$ cat config.mk
export PLATFORM = sky130hd
export DESIGN_NAME = i2c_master_bit_sequencer
export DESIGN_NICKNAME = d
export VERILOG_FILES = /design/src/i2cbs_pkg.sv /design/src/i2cbs_front.sv /design/src/i2cbs_queue.sv /design/src/i2cbs_back.sv /design/src/i2c_master_bit_sequencer.sv
export VERILOG_INCLUDE_DIRS = /design/src /design/src/src
export SDC_FILE = /design/constraint.sdc
export NUM_CORES = 1
export LEC_CHECK = 0
export BUFFER_PORTS_ARGS = -buffer_cell sky130_fd_sc_hd__buf_2
export CAP_MARGIN = 20
export CORE_MARGIN = 2
export CORE_UTILIZATION = 23
export CTS_CLUSTER_DIAMETER = 120
export DETAILED_ROUTE_END_ITERATION = 12
export PLACE_DENSITY = 0.49
export SLEW_MARGIN = 25
export SYNTH_ARGS = -nofsm -noshare
export SYNTH_HDL_FRONTEND = slang
export SYNTH_SLANG_ARGS = --single-unit
$ cat constraint.sdc
create_clock -name clk -period 2.35 [get_ports clk]
set_input_delay 0.235 -clock clk [delete_from_list [all_inputs] [get_ports clk]]
set_output_delay 0.235 -clock clk [all_outputs]
set_load 0.1 [all_outputs]
$ cat src/i2c_master_bit_sequencer_defines.svh
// Assertion macros for the I2C master bit sequencer.
// Included by files that carry concurrent checks; no other dependencies.
`ifndef I2C_MASTER_BIT_SEQUENCER_DEFINES_SVH
`define I2C_MASTER_BIT_SEQUENCER_DEFINES_SVH

`ifndef ASSERT_OFF
// Check a property that must hold in the same cycle.
`define I2CBS_ASSERT_NOW(lbl, clk, rstn, ante, cons) \
	lbl: assert property (@(posedge clk) disable iff (!rstn) (ante) |-> (cons)) \
		else $error("i2cbs check failed");
// Check a property that must hold in the next cycle.
`define I2CBS_ASSERT_NEXT(lbl, clk, rstn, ante, cons) \
	lbl: assert property (@(posedge clk) disable iff (!rstn) (ante) |=> (cons)) \
		else $error("i2cbs check failed");
`else
`define I2CBS_ASSERT_NOW(lbl, clk, rstn, ante, cons)
`define I2CBS_ASSERT_NEXT(lbl, clk, rstn, ante, cons)
`endif

`endif

$ cat src/i2cbs_pkg.sv
// Shared types, codes and the fixed pin-write table of the I2C bit sequencer.
// No dependencies.
`timescale 1ns / 1ps

package i2cbs_pkg;

	// command codes
	typedef enum logic [2:0] {
		OP_START     = 3'd0,
		OP_STOP      = 3'd1,
		OP_ACK       = 3'd2,
		OP_NOACK     = 3'd3,
		OP_CHECK_ACK = 3'd4,
		OP_WRITE     = 3'd5,
		OP_READ      = 3'd6
	} op_t;

	localparam logic PIN_SCL = 1'b0;
	localparam logic PIN_SDA = 1'b1;

	localparam logic [7:0] MSB_MASK = 8'h80;

	localparam int QUEUE_DEPTH_DEF = 2;

	localparam int IDX_W = 5;

	typedef struct packed {
		logic [2:0] op;
		logic [7:0] data_byte;
		logic [7:0] sampled_sda;
	} cmd_t;

	typedef struct packed {
		logic       pin;
		logic       level;
		logic       last;
		logic [7:0] read_value;
	} result_t;

	// classified command as it sits in the queue
	typedef struct packed {
		op_t              op;
		logic [IDX_W-1:0] last_idx;
		logic [7:0]       data_byte;
		logic [7:0]       sampled_sda;
	} entry_t;

	// index of the final pin write for a legal command
	function automatic logic [IDX_W-1:0] last_index(input op_t op);
		logic [IDX_W-1:0] n;
		case (op)
			OP_CHECK_ACK: n = 5'd1;
			OP_WRITE:     n = 5'd31;
			OP_READ:      n = 5'd15;
			default:      n = 5'd4;
		endcase
		return n;
	endfunction

	// {pin, level} of step idx for start, stop, ack and noack
	function automatic logic [1:0] fixed_step(input op_t op, input logic [2:0] idx);
		logic [1:0] pl;
		pl = {PIN_SCL, 1'b0};
		case (op)
			OP_START: begin
				case (idx)
					3'd1:    pl = {PIN_SDA, 1'b1};
					3'd2:    pl = {PIN_SCL, 1'b1};
					3'd3:    pl = {PIN_SDA, 1'b0};
					default: pl = {PIN_SCL, 1'b0};
				endcase
			end
			OP_STOP: begin
				case (idx)
					3'd1:    pl = {PIN_SDA, 1'b0};
					3'd2:    pl = {PIN_SCL, 1'b1};
					3'd3:    pl = {PIN_SDA, 1'b1};
					default: pl = {PIN_SCL, 1'b0};
				endcase
			end
			OP_ACK, OP_NOACK: begin
				case (idx)
					3'd1:    pl = {PIN_SDA, (op == OP_NOACK)};
					3'd2:    pl = {PIN_SCL, 1'b1};
					3'd4:    pl = {PIN_SDA, 1'b0};
					default: pl = {PIN_SCL, 1'b0};
				endcase
			end
			default: pl = {PIN_SCL, 1'b0};
		endcase
		return pl;
	endfunction

endpackage

$ cat src/i2cbs_front.sv
// Front end of the I2C bit sequencer: accepts commands, drops undefined codes,
// tags each with the index of its final step. Depends on i2cbs_pkg.
`timescale 1ns / 1ps

module i2cbs_front (
	input  logic              clk,
	input  logic              arst_n,
	input  logic              start,
	output logic              busy,
	input  i2cbs_pkg::cmd_t   cmd,
	input  logic              full,
	output logic              push,
	output i2cbs_pkg::entry_t entry
);

	logic              valid_s1;
	i2cbs_pkg::entry_t entry_s1;
	logic              accept;
	logic              legal;

	// stall only while the held beat cannot move into the queue
	assign push   = valid_s1 & ~full;
	assign busy   = valid_s1 & full;
	assign accept = start & ~busy;
	assign entry  = entry_s1;

	// classify: every code but the unused one is a command
	always_comb begin
		case (cmd.op)
			i2cbs_pkg::OP_START, i2cbs_pkg::OP_STOP, i2cbs_pkg::OP_ACK,
			i2cbs_pkg::OP_NOACK, i2cbs_pkg::OP_CHECK_ACK, i2cbs_pkg::OP_WRITE,
			i2cbs_pkg::OP_READ: legal = 1'b1;
			default:            legal = 1'b0;
		endcase
	end

	// hold the stage until the queue takes it
	always_ff @(posedge clk or negedge arst_n) begin
		if (!arst_n) begin
			valid_s1 <= 1'b0;
		end else if (accept) begin
			valid_s1 <= legal;
		end else if (push) begin
			valid_s1 <= 1'b0;
		end
	end

	// load payload on each accepted legal beat
	always_ff @(posedge clk) begin
		if (accept && legal) begin
			entry_s1.op          <= i2cbs_pkg::op_t'(cmd.op);
			entry_s1.last_idx    <= i2cbs_pkg::last_index(i2cbs_pkg::op_t'(cmd.op));
			entry_s1.data_byte   <= cmd.data_byte;
			entry_s1.sampled_sda <= cmd.sampled_sda;
		end
	end

endmodule

$ cat src/i2cbs_queue.sv
// Small command queue between front end and sequencer, in flip-flops.
// Depends on i2cbs_pkg.
`timescale 1ns / 1ps

module i2cbs_queue #(
	parameter int DEPTH = i2cbs_pkg::QUEUE_DEPTH_DEF
) (
	input  logic                     clk,
	input  logic                     arst_n,
	input  logic                     push,
	input  i2cbs_pkg::entry_t        wr_entry,
	output logic                     full,
	input  logic                     pop,
	output logic                     not_empty,
	output i2cbs_pkg::entry_t        rd_entry,
	output logic [$clog2(DEPTH+1)-1:0] count
);

	localparam int PTR_W = (DEPTH > 1) ? $clog2(DEPTH) : 1;
	localparam int CNT_W = $clog2(DEPTH + 1);

	i2cbs_pkg::entry_t      slot_q [DEPTH];
	logic [PTR_W-1:0]       wr_ptr_q;
	logic [PTR_W-1:0]       rd_ptr_q;
	logic [CNT_W-1:0]       count_q;
	logic                   do_push;
	logic                   do_pop;

	assign full      = (count_q == CNT_W'(DEPTH));
	assign not_empty = (count_q != '0);
	assign do_push   = push & ~full;
	assign do_pop    = pop & not_empty;
	assign rd_entry  = slot_q[rd_ptr_q];
	assign count     = count_q;

	// advance pointers and occupancy
	always_ff @(posedge clk or negedge arst_n) begin
		if (!arst_n) begin
			wr_ptr_q <= '0;
			rd_ptr_q <= '0;
			count_q  <= '0;
		end else begin
			if (do_push) begin
				wr_ptr_q <= (wr_ptr_q == PTR_W'(DEPTH - 1)) ? '0 : wr_ptr_q + 1'b1;
			end
			if (do_pop) begin
				rd_ptr_q <= (rd_ptr_q == PTR_W'(DEPTH - 1)) ? '0 : rd_ptr_q + 1'b1;
			end
			if (do_push && !do_pop) begin
				count_q <= count_q + 1'b1;
			end else if (do_pop && !do_push) begin
				count_q <= count_q - 1'b1;
			end
		end
	end

	// write the incoming beat
	always_ff @(posedge clk) begin
		if (do_push) begin
			slot_q[wr_ptr_q] <= wr_entry;
		end
	end

endmodule

$ cat src/i2cbs_back.sv
// Sequencer back end: steps through one command's pin writes, one per cycle.
// Depends on i2cbs_pkg.
`timescale 1ns / 1ps

module i2cbs_back (
	input  logic               clk,
	input  logic               arst_n,
	input  logic               not_empty,
	input  i2cbs_pkg::entry_t  head,
	output logic               pop,
	output logic               strobe,
	output i2cbs_pkg::result_t result
);

	localparam int IDX_W = i2cbs_pkg::IDX_W;

	logic               active_q;
	i2cbs_pkg::op_t     op_q;
	logic [IDX_W-1:0]   idx_q;
	logic [IDX_W-1:0]   last_idx_q;
	logic [7:0]         data_q;
	logic [7:0]         samp_q;
	logic               strobe_q;
	i2cbs_pkg::result_t result_q;
	i2cbs_pkg::result_t cur;
	logic               at_last;
	logic [1:0]         fixed_pl;

	assign at_last  = active_q & (idx_q == last_idx_q);
	assign pop      = not_empty & (~active_q | at_last);
	assign strobe   = strobe_q;
	assign result   = result_q;
	assign fixed_pl = i2cbs_pkg::fixed_step(op_q, idx_q[2:0]);

	// form the pin write of the current step
	always_comb begin
		cur.pin        = i2cbs_pkg::PIN_SCL;
		cur.level      = 1'b0;
		cur.last       = at_last;
		cur.read_value = 8'h00;
		case (op_q)
			i2cbs_pkg::OP_START, i2cbs_pkg::OP_STOP, i2cbs_pkg::OP_ACK,
			i2cbs_pkg::OP_NOACK: begin
				cur.pin   = fixed_pl[1];
				cur.level = fixed_pl[0];
			end
			i2cbs_pkg::OP_CHECK_ACK: begin
				cur.level = ~idx_q[0];
				if (at_last) begin
					cur.read_value = {7'b0, ((samp_q & i2cbs_pkg::MSB_MASK) != 8'h00)};
				end
			end
			i2cbs_pkg::OP_WRITE: begin
				case (idx_q[1:0])
					2'd0: begin
						cur.pin   = i2cbs_pkg::PIN_SDA;
						cur.level = data_q[7];
					end
					2'd1:    cur.level = 1'b1;
					2'd2:    cur.level = 1'b0;
					default: cur.pin   = i2cbs_pkg::PIN_SDA;
				endcase
			end
			i2cbs_pkg::OP_READ: begin
				cur.level = ~idx_q[0];
				if (at_last) begin
					cur.read_value = samp_q;
				end
			end
			default: cur.level = 1'b0;
		endcase
	end

	// control: load a command from the queue, advance the step, drop when done
	always_ff @(posedge clk or negedge arst_n) begin
		if (!arst_n) begin
			active_q <= 1'b0;
			idx_q    <= '0;
			strobe_q <= 1'b0;
		end else begin
			strobe_q <= active_q;
			if (pop) begin
				active_q <= 1'b1;
				idx_q    <= '0;
			end else if (at_last) begin
				active_q <= 1'b0;
			end else if (active_q) begin
				idx_q <= idx_q + 1'b1;
			end
		end
	end

	// payload: command fields and the registered result beat
	always_ff @(posedge clk) begin
		result_q <= cur;
		if (pop) begin
			op_q       <= head.op;
			last_idx_q <= head.last_idx;
			data_q     <= head.data_byte;
			samp_q     <= head.sampled_sda;
		end else if (active_q && op_q == i2cbs_pkg::OP_WRITE && idx_q[1:0] == 2'd3) begin
			data_q <= {data_q[6:0], 1'b0};
		end
	end

endmodule

$ cat src/i2c_master_bit_sequencer.sv
// I2C master bit sequencer: one command in, its pin writes out, one per cycle.
// The first pin write passes the front stage, a queue slot, the step registers
// and the result register before it is strobed.
// A command has 2 pin writes for check ack, 5 for start/stop/ack/noack, 16 for
// read and 32 for write; a queued command follows the last write without a gap.
// Reset clears the front stage, queue and sequencer; results cannot be stalled.
`timescale 1ns / 1ps
`include "i2c_master_bit_sequencer_defines.svh"

module i2c_master_bit_sequencer #(
	parameter int QUEUE_DEPTH = i2cbs_pkg::QUEUE_DEPTH_DEF
) (
	input  logic               clk,
	input  logic               arst_n,
	input  logic               start,
	output logic               busy,
	input  i2cbs_pkg::cmd_t    cmd,
	output logic               strobe,
	output i2cbs_pkg::result_t result
);

	logic                            push;
	logic                            full;
	logic                            pop;
	logic                            not_empty;
	i2cbs_pkg::entry_t               wr_entry;
	i2cbs_pkg::entry_t               rd_entry;
	logic [$clog2(QUEUE_DEPTH+1)-1:0] q_count;

	// accept and classify commands
	i2cbs_front u_front (
		.clk    (clk),
		.arst_n (arst_n),
		.start  (start),
		.busy   (busy),
		.cmd    (cmd),
		.full   (full),
		.push   (push),
		.entry  (wr_entry)
	);

	// decouple front end from sequencer
	i2cbs_queue #(
		.DEPTH (QUEUE_DEPTH)
	) u_queue (
		.clk       (clk),
		.arst_n    (arst_n),
		.push      (push),
		.wr_entry  (wr_entry),
		.full      (full),
		.pop       (pop),
		.not_empty (not_empty),
		.rd_entry  (rd_entry),
		.count     (q_count)
	);

	// step out pin writes
	i2cbs_back u_back (
		.clk       (clk),
		.arst_n    (arst_n),
		.not_empty (not_empty),
		.head      (rd_entry),
		.pop       (pop),
		.strobe    (strobe),
		.result    (result)
	);

	// a command's writes come without gaps
	`I2CBS_ASSERT_NEXT(a_no_gap, clk, arst_n, strobe && !result.last, strobe)
	// read data appears only on a final write
	`I2CBS_ASSERT_NOW(a_value_last, clk, arst_n, strobe && result.read_value != 8'h00, result.last)
	// occupancy stays within the queue
	`I2CBS_ASSERT_NOW(a_q_bound, clk, arst_n, 1'b1, q_count <= ($clog2(QUEUE_DEPTH+1))'(QUEUE_DEPTH))
	// stall only while the queue is full
	`I2CBS_ASSERT_NOW(a_busy_full, clk, arst_n, busy, full)

endmodule
; ---- Word-level counts from Yosys, hierarchy flattened
; Memories as Yosys holds them, arrays and structs flattened.
; Cells that the tools add are included.
[totals]
inputBits = 22
ff_bits = 71
elab_cells = 109
ram_bits = 48
out_inout_bits = 13
mem_count = 1
[classes]
add_sub_neg = 5
n_bitwise = 12
n_eq_ne = 22
reduce_logical = 22
muxes = 28
[mem_list]
columns = memory, words, width, read_ports, rd_clocked_by_memory_dff, wr, line
row1 = u_queue.slot_q, 2, 24, 1, 0, 1, i2cbs_queue.sv:22  ; i2cbs_pkg::entry_t slot_q [DEPTH];
[op_table]
columns = cell, n
row1 = $mux W8, 3
row2 = $pmux W2 S3, 4
row3 = $eq A3 B3 Y1 const B, 7
row4 = $eq A3 B2 Y1 const B, 6
row5 = $pmux W8 S2, 1
row6 = $mux W5, 3
row7 = $pmux W5 S3, 1
row8 = $reduce_bool A2 Y1, 6
row9 = $mux W1, 11
row10 = $eq A3 B1 Y1 const B, 3
row11 = $and A1 B1 Y1, 7
row12 = $reduce_or A7 Y1, 1
row13 = $eq A2 B2 Y1 const B, 3
row14 = $logic_not A3 Y1, 2
row15 = $reduce_or A2 Y1, 3
row16 = $add A5 B1 Y5 const B, 1
row17 = $eq A5 B5 Y1, 1
row18 = $logic_and A1 B1 Y1, 5
row19 = $mux W2, 2
row20 = $not A1 Y1, 4
row21 = $pmux W1 S2, 2
row22 = $reduce_or A4 Y1, 1
row23 = $pmux W1 S3, 1
row24 = $add A1 B1 Y1 const B, 2
row25 = other kinds (8), 9

; ---- Logic depth before layout (Yosys ltp)
[logic_depth]
depth_word = 8
depth_mapped = 10
ltp_nobuf = 8

; ---- Modules after synthesis
; A second synthesis with hierarchy kept.
[unflattened]
cells_unflattened = 281
area_unflattened_um2 = 4722.0
[modules_own_cells]
columns = module, seq_area_each_um2, cells_per_inst, n_inst, area_each_um2
row1 = i2cbs_queue, 1541.5, 94, 1, 2034.5
row2 = i2cbs_back, 1116.1, 152, 1, 1889.3
row3 = i2cbs_front, 715.7, 35, 1, 798.3

; ---- Least setup slack after synthesis
; OpenSTA, ideal clock, no wires.
[synth_timing]
kind = register to register
start = register u_queue.count_q[0], in the netlist u_queue.count[0]
end = register u_front.entry_s1 (netlist bit u_front.entry[0]), enable pin
required_ns = 1.894
n_path_buf = 0
setup_ns = 0.456
path_stages_with_launch = 4
path_slack_ns = -0.757
arrival_ns = 2.651
period_less_slack_ns = 3.107
cell_sequence = dfrtp_1 nand2b_1 nor2_1 nor2_1
[synth_between]
elab_chain_len = 5
[synth_lines]
columns = element, line
row1 = from (decl), i2cbs_queue.sv:25  ; logic [CNT_W-1:0] count_q;
row2 = from (signal assigned), i2cbs_queue.sv:50  ; count_q <= count_q + 1'b1;
row3 = from (signal assigned), i2cbs_queue.sv:52  ; count_q <= count_q - 1'b1;
row4 = $eq A2 B2 Y1, i2cbs_queue.sv:29  ; assign full = (count_q == CNT_W'(DEPTH));
row5 = $and A1 B1 Y1, i2cbs_front.sv:23  ; assign busy = valid_s1 & full;
row6 = named net busy, i2c_master_bit_sequencer.sv:16  ; output logic busy,
row7 = $not A1 Y1, i2cbs_front.sv:24  ; assign accept = start & ~busy;
row8 = $and A1 B1 Y1, i2cbs_front.sv:24
row9 = $logic_and A1 B1 Y1, i2cbs_front.sv:50  ; if (accept && legal) begin
row10 = to (decl), i2cbs_front.sv:17  ; i2cbs_pkg::entry_t entry_s1;
; The timed path passes the listed nets, and every way through them passes these cells.
; A chain may end at the register's enable or synchronous reset.

; ---- Worst setup path after layout
[layout_timing]
start = register u_back.idx_q[0]
end = register u_back.data_q[7] (data pin)
[layout_between]
elab_chain_len = 5
[layout_lines]
columns = element, line
row1 = from (decl), i2cbs_back.sv:19  ; logic [IDX_W-1:0] idx_q;
row2 = from (signal assigned), i2cbs_back.sv:88  ; idx_q <= idx_q + 1'b1;
row3 = $eq A5 B5 Y1, i2cbs_back.sv:29  ; assign at_last = active_q & (idx_q == last_idx_q);
row4 = $and A1 B1 Y1, i2cbs_back.sv:29
row5 = $or A1 B1 Y1, i2cbs_back.sv:30  ; assign pop = not_empty & (~active_q | at_last);
row6 = $and A1 B1 Y1, i2cbs_back.sv:30
row7 = $mux W8, i2cbs_back.sv:96  ; if (pop) begin
row8 = to (signal assigned), i2cbs_back.sv:99  ; data_q <= head.data_byte;
row9 = to (signal assigned), i2cbs_back.sv:102  ; data_q <= {data_q[6:0], 1'b0};
row10 = to (decl), i2cbs_back.sv:21  ; logic [7:0] data_q;
; Every way passes these cells.

==> PnR_summary.wiki <==
{| class="wikitable"
! Metric !! Value
|-
| Run status || completed
|-
| Worst path cell trace || xnor2_2, o2111ai_4, a21oi_2, buf_4, mux2_2
|-
| Worst hold-check path type || input port to register
|-
| Synthesized net count || 269
|-
| Share of synthesized flip-flops with an asynchronous set or reset || between 10% and 20%
|-
| Worst-case register-to-register setup slack || 310 ps
|-
| Type of the setup path with the least slack || register to register
|-
| Worst Path Buf+Inv || 1
|-
| Final GP Congestion || 0.761
|-
| Startpoint of the lowest-slack hold path || cmd[7]
|-
| Post-synth top flop || edfxtp_1
|-
| Starting utilization of the core area || 23.3%
|-
| First-pass iteration count of the detailed router || 4
|-
| Final period util || between 80 and 90%
|-
| Die width || 142 um
|-
| Max-slew violation count || 0
|-
| Area growth from synthesis to final layout || 27.6%
|-
| Cells taking the most area after synthesis || edfxtp_1 64%, dfrtp_1 6.9%, mux2_2 6.0%
|-
| Overall track demand over capacity in global routing || 8.03%
|-
| Ant. Diodes || 0
|-
| Critical path required time || 2500 ps
|-
| Depth of the most critical reg-to-reg path || 5
|-
| Clk root buf || clkbuf_16
|-
| Clock-pin transition on the worst setup and hold timing paths || approximately 50 ps
|-
| Cell area after layout || 0.00555 mm^2
|-
| Number of clock sinks seen by CTS || 115
|-
| TritonCTS clock tree || built
|-
| Count of max-cap constraint violations || 0
|-
| CP startpoint kind || register
|-
| Instance count of the mapped netlist || 241
|-
| CTS buffer count || 17
|-
| Number of routed nets with antenna violations || 0
|-
| Number of DRC markers in iteration 0 || 106
|-
| Capturing point of the worst reg2reg path || u_back.data_q[7]
|-
| Antenna violations before repair || 0
|-
| Fraction of layout instances using a drive strength above 1 || 34.8%
|-
| Most instantiated cells after synthesis || 92 x edfxtp_1, 23 x mux2_2, 12 x dfrtp_1, 11 x dfxtp_1, 10 x inv_1
|-
| Average size of a mapped cell || 18.1 um^2
|-
| Most area-hungry cell type in the Yosys netlist || edfxtp_1
|-
| Endpoint of the worst hold-timing path || u_front.entry[7]
|-
| Mapped cell area || 0.00435 mm^2
|-
| Largest net degree at the start of global routing || 24
|-
| Global-route wire length before repair || 12.0 mm
|-
| Total number of placement rows || 50
|-
| DRC || 0
|-
| Delay contributed by the slowest stage of the critical path || 460 ps
|-
| NumNets Final || 337
|-
| Unrepaired setup endpoints after global routing || false
|-
| Clock Path Buffers || 2
|-
| Transition time of the tightest slew-check pin || 514 ps
|-
| Sequential area share after synthesis || around 75%
|-
| Vias post-DR || 2126
|-
| Average wire per cell in the routed design || 13.1 um
|-
| Normalized max-slew margin || between 60% and 70%
|-
| Core area || 0.0186 mm^2
|-
| Post-synth EDFFs || 92
|-
| Final-report setup violation count || 0
|-
| Via count of the first global-routing pass || about 2300
|-
| Setup tns final || 0 ps
|-
| Top-area cell type share of the netlist area || 63.5%
|-
| Total Power || 6.97 mW
|-
| Capturing element type of the critical path || register
|-
| Die Footprint || 0.0200 mm^2
|-
| Total detailed-routing wirelength || 7.31 mm
|-
| CTS HTree Levels || 4
|-
| Number of warnings reported in the yosys synthesis log || 0
|-
| DP Wirelength || 4.81 mm
|-
| Final setup skew || 15.8 ps
|-
| Number of placed I/O pins || 35
|-
| Critical Path Slowest Stage Cell || dfrtp_1
|-
| Instance area after placement || 0.00483 mm^2
|-
| VDD IR-drop max || 525 uV
|-
| Hold Path Cell Cnt || 1
|-
| Die outline height || 142 um
|-
| Cell class contributing the biggest share of worst-path delay || compound AO/OA/AOI/OAI gates
|-
| Cell with the most instances after synthesis || edfxtp_1
|-
| Leftover overflow at the end of global routing || 0
|-
| WP data arrival || 2190 ps
|-
| Quantity of I/O buffers inserted on ports || 34
|-
| Number of storage elements in the synthesis netlist || ~120
|-
| Static Leakage || 2.05 nW
|-
| Total power per unit cell area || 1260 mW/mm^2
|-
| Origin of the critical flop-to-flop path || u_back.idx_q[0]
|-
| Clock period minus final worst setup slack || roughly 2000 ps
|-
| Vias per std cell || around 3.8
|-
| Clock latency of the later-clocked register in the worst-skew pair || 410 ps
|-
| Count of cell types in the netlist || 41
|-
| Max frequency || 0.490 GHz
|-
| Final hold vios || 0
|-
| Top fanout value on the critical path || 10
|}
==> power breakdown <==
group          switching (mW)  internal (mW)
sequential              0.253           2.78
combinational           0.889          0.627
clock                   0.880           1.55
total                    2.02           4.95
==> kinds of logic after synthesis <==
logic type | Yosys count | synth area share [%]
compound gates | 17 | 3.22
xor+xnor | 11 | 2.99
fa+ha+maj | 6 | 1.73
buf+inv | 16 | 1.73
flops | 115 | 75.5
mux | 34 | 9.17
simple gates | 42 | 5.69
==> placed cells by master, fill, tap and decap left out, types with 2 or more instances in the layout <==
| master | Yosys | routed |
|---|---|---|
| edfxtp_1 | 92 | 92 |
| buf_2 | 3 | 34 |
| mux2_2 | 23 | 23 |
| clkbuf_16 | 0 | 17 |
| dlygate4sd3_1 | 0 | 15 |
| dfrtp_1 | 12 | 12 |
| dfxtp_1 | 11 | 11 |
| inv_1 | 10 | 10 |
| and2_1 | 8 | 8 |
| nand2_1 | 6 | 6 |
| o21ai_0 | 6 | 6 |
| mux2_4 | 6 | 6 |
| nand3_1 | 6 | 6 |
| ha_1 | 6 | 6 |
| clkinvlp_4 | 0 | 6 |
| buf_4 | 1 | 6 |
| mux2i_1 | 5 | 5 |
| nor2_1 | 8 | 5 |
| xor2_1 | 4 | 4 |
| xnor2_1 | 4 | 4 |
| xnor2_2 | 2 | 2 |
| a21oi_1 | 2 | 2 |
| o2bb2ai_1 | 2 | 2 |
| nand2b_1 | 2 | 2 |
| nor2_2 | 0 | 2 |
| nor2b_1 | 2 | 2 |
| and3_1 | 2 | 2 |
| clkinv_1 | 0 | 2 |
| bufinv_16 | 0 | 2 |
| clkinv_4 | 0 | 2 |
| clkinv_2 | 0 | 2 |
==> worst max-delay path by stage <==
stage          cells past startpoint              from          endpoint
5_1_grt                            5   u_back.idx_q[2]  u_back.data_q[7]
4_1_cts                            5   u_back.idx_q[2]  u_back.data_q[7]
3_3_place_gp                       5   u_back.idx_q[1]  u_back.data_q[7]
2_1_floorplan                      3  u_queue.count[0]  u_front.entry[0]
6_report                           5   u_back.idx_q[0]  u_back.data_q[7]
3_5_place_dp                       5   u_back.idx_q[2]  u_back.data_q[7]
==> metrics by stage <==
stage               hold WS (ps)  util (%)  instances  worst slack [ps]
detailed placement           146      25.9        509               309
finish                      17.1      29.8        556               310
CTS                        0.267      29.7        555               293
global placement             149      25.9        509               343
global route                3.40      29.8        556               156
floorplan                  -60.6         -        241               157
==> final cells by class <==
type	instances	area (um^2)
Fill cell	1847	13100
Sequential cell	115	3280
Multi-Input combinational cell	110	1000
Clock buffer	18	429
Timing Repair Buffer	55	365
Tap cell	234	293
Clock inverter	14	140
Inverter	10	37.5
==> worst register-to-register path: stages, from the launching register on <==
cell and delay [ps]:
dfrtp_1 460, xnor2_2 240, o2111ai_4 250, a21oi_2 250
buf_4 240, mux2_2 360
==> registers in the layout, summed over array words and instances, names as in the netlist <==
register,cells
u_queue.slot_q,46
u_front.entry,23
u_back.result,11
u_back.data_q,8
u_back.samp_q,8
u_back.idx_q,5
u_back.last_idx_q,4
u_back.op_q,3
u_queue.count,2
u_back.active_q,1
u_back.strobe,1
u_front.valid_s1,1
u_queue.rd_ptr_q,1
u_queue.wr_ptr_q,1
==> metal layers <==
metal	vias to the layer above	track usage (%)	routed length (um)
li1	1037	-	-
met1	1051	9.34	3370
met2	30	13.0	3650
met3	8	2.77	161
met4	0	4.58	131
met5	-	0	0
==> timing repair <==
action	CTS	global route
setup buffers	0	0
hold endpoints to repair	25	1
resized for setup	0	0
hold buffers	14	1
Note: power is estimated with default switching activity, not from simulation.
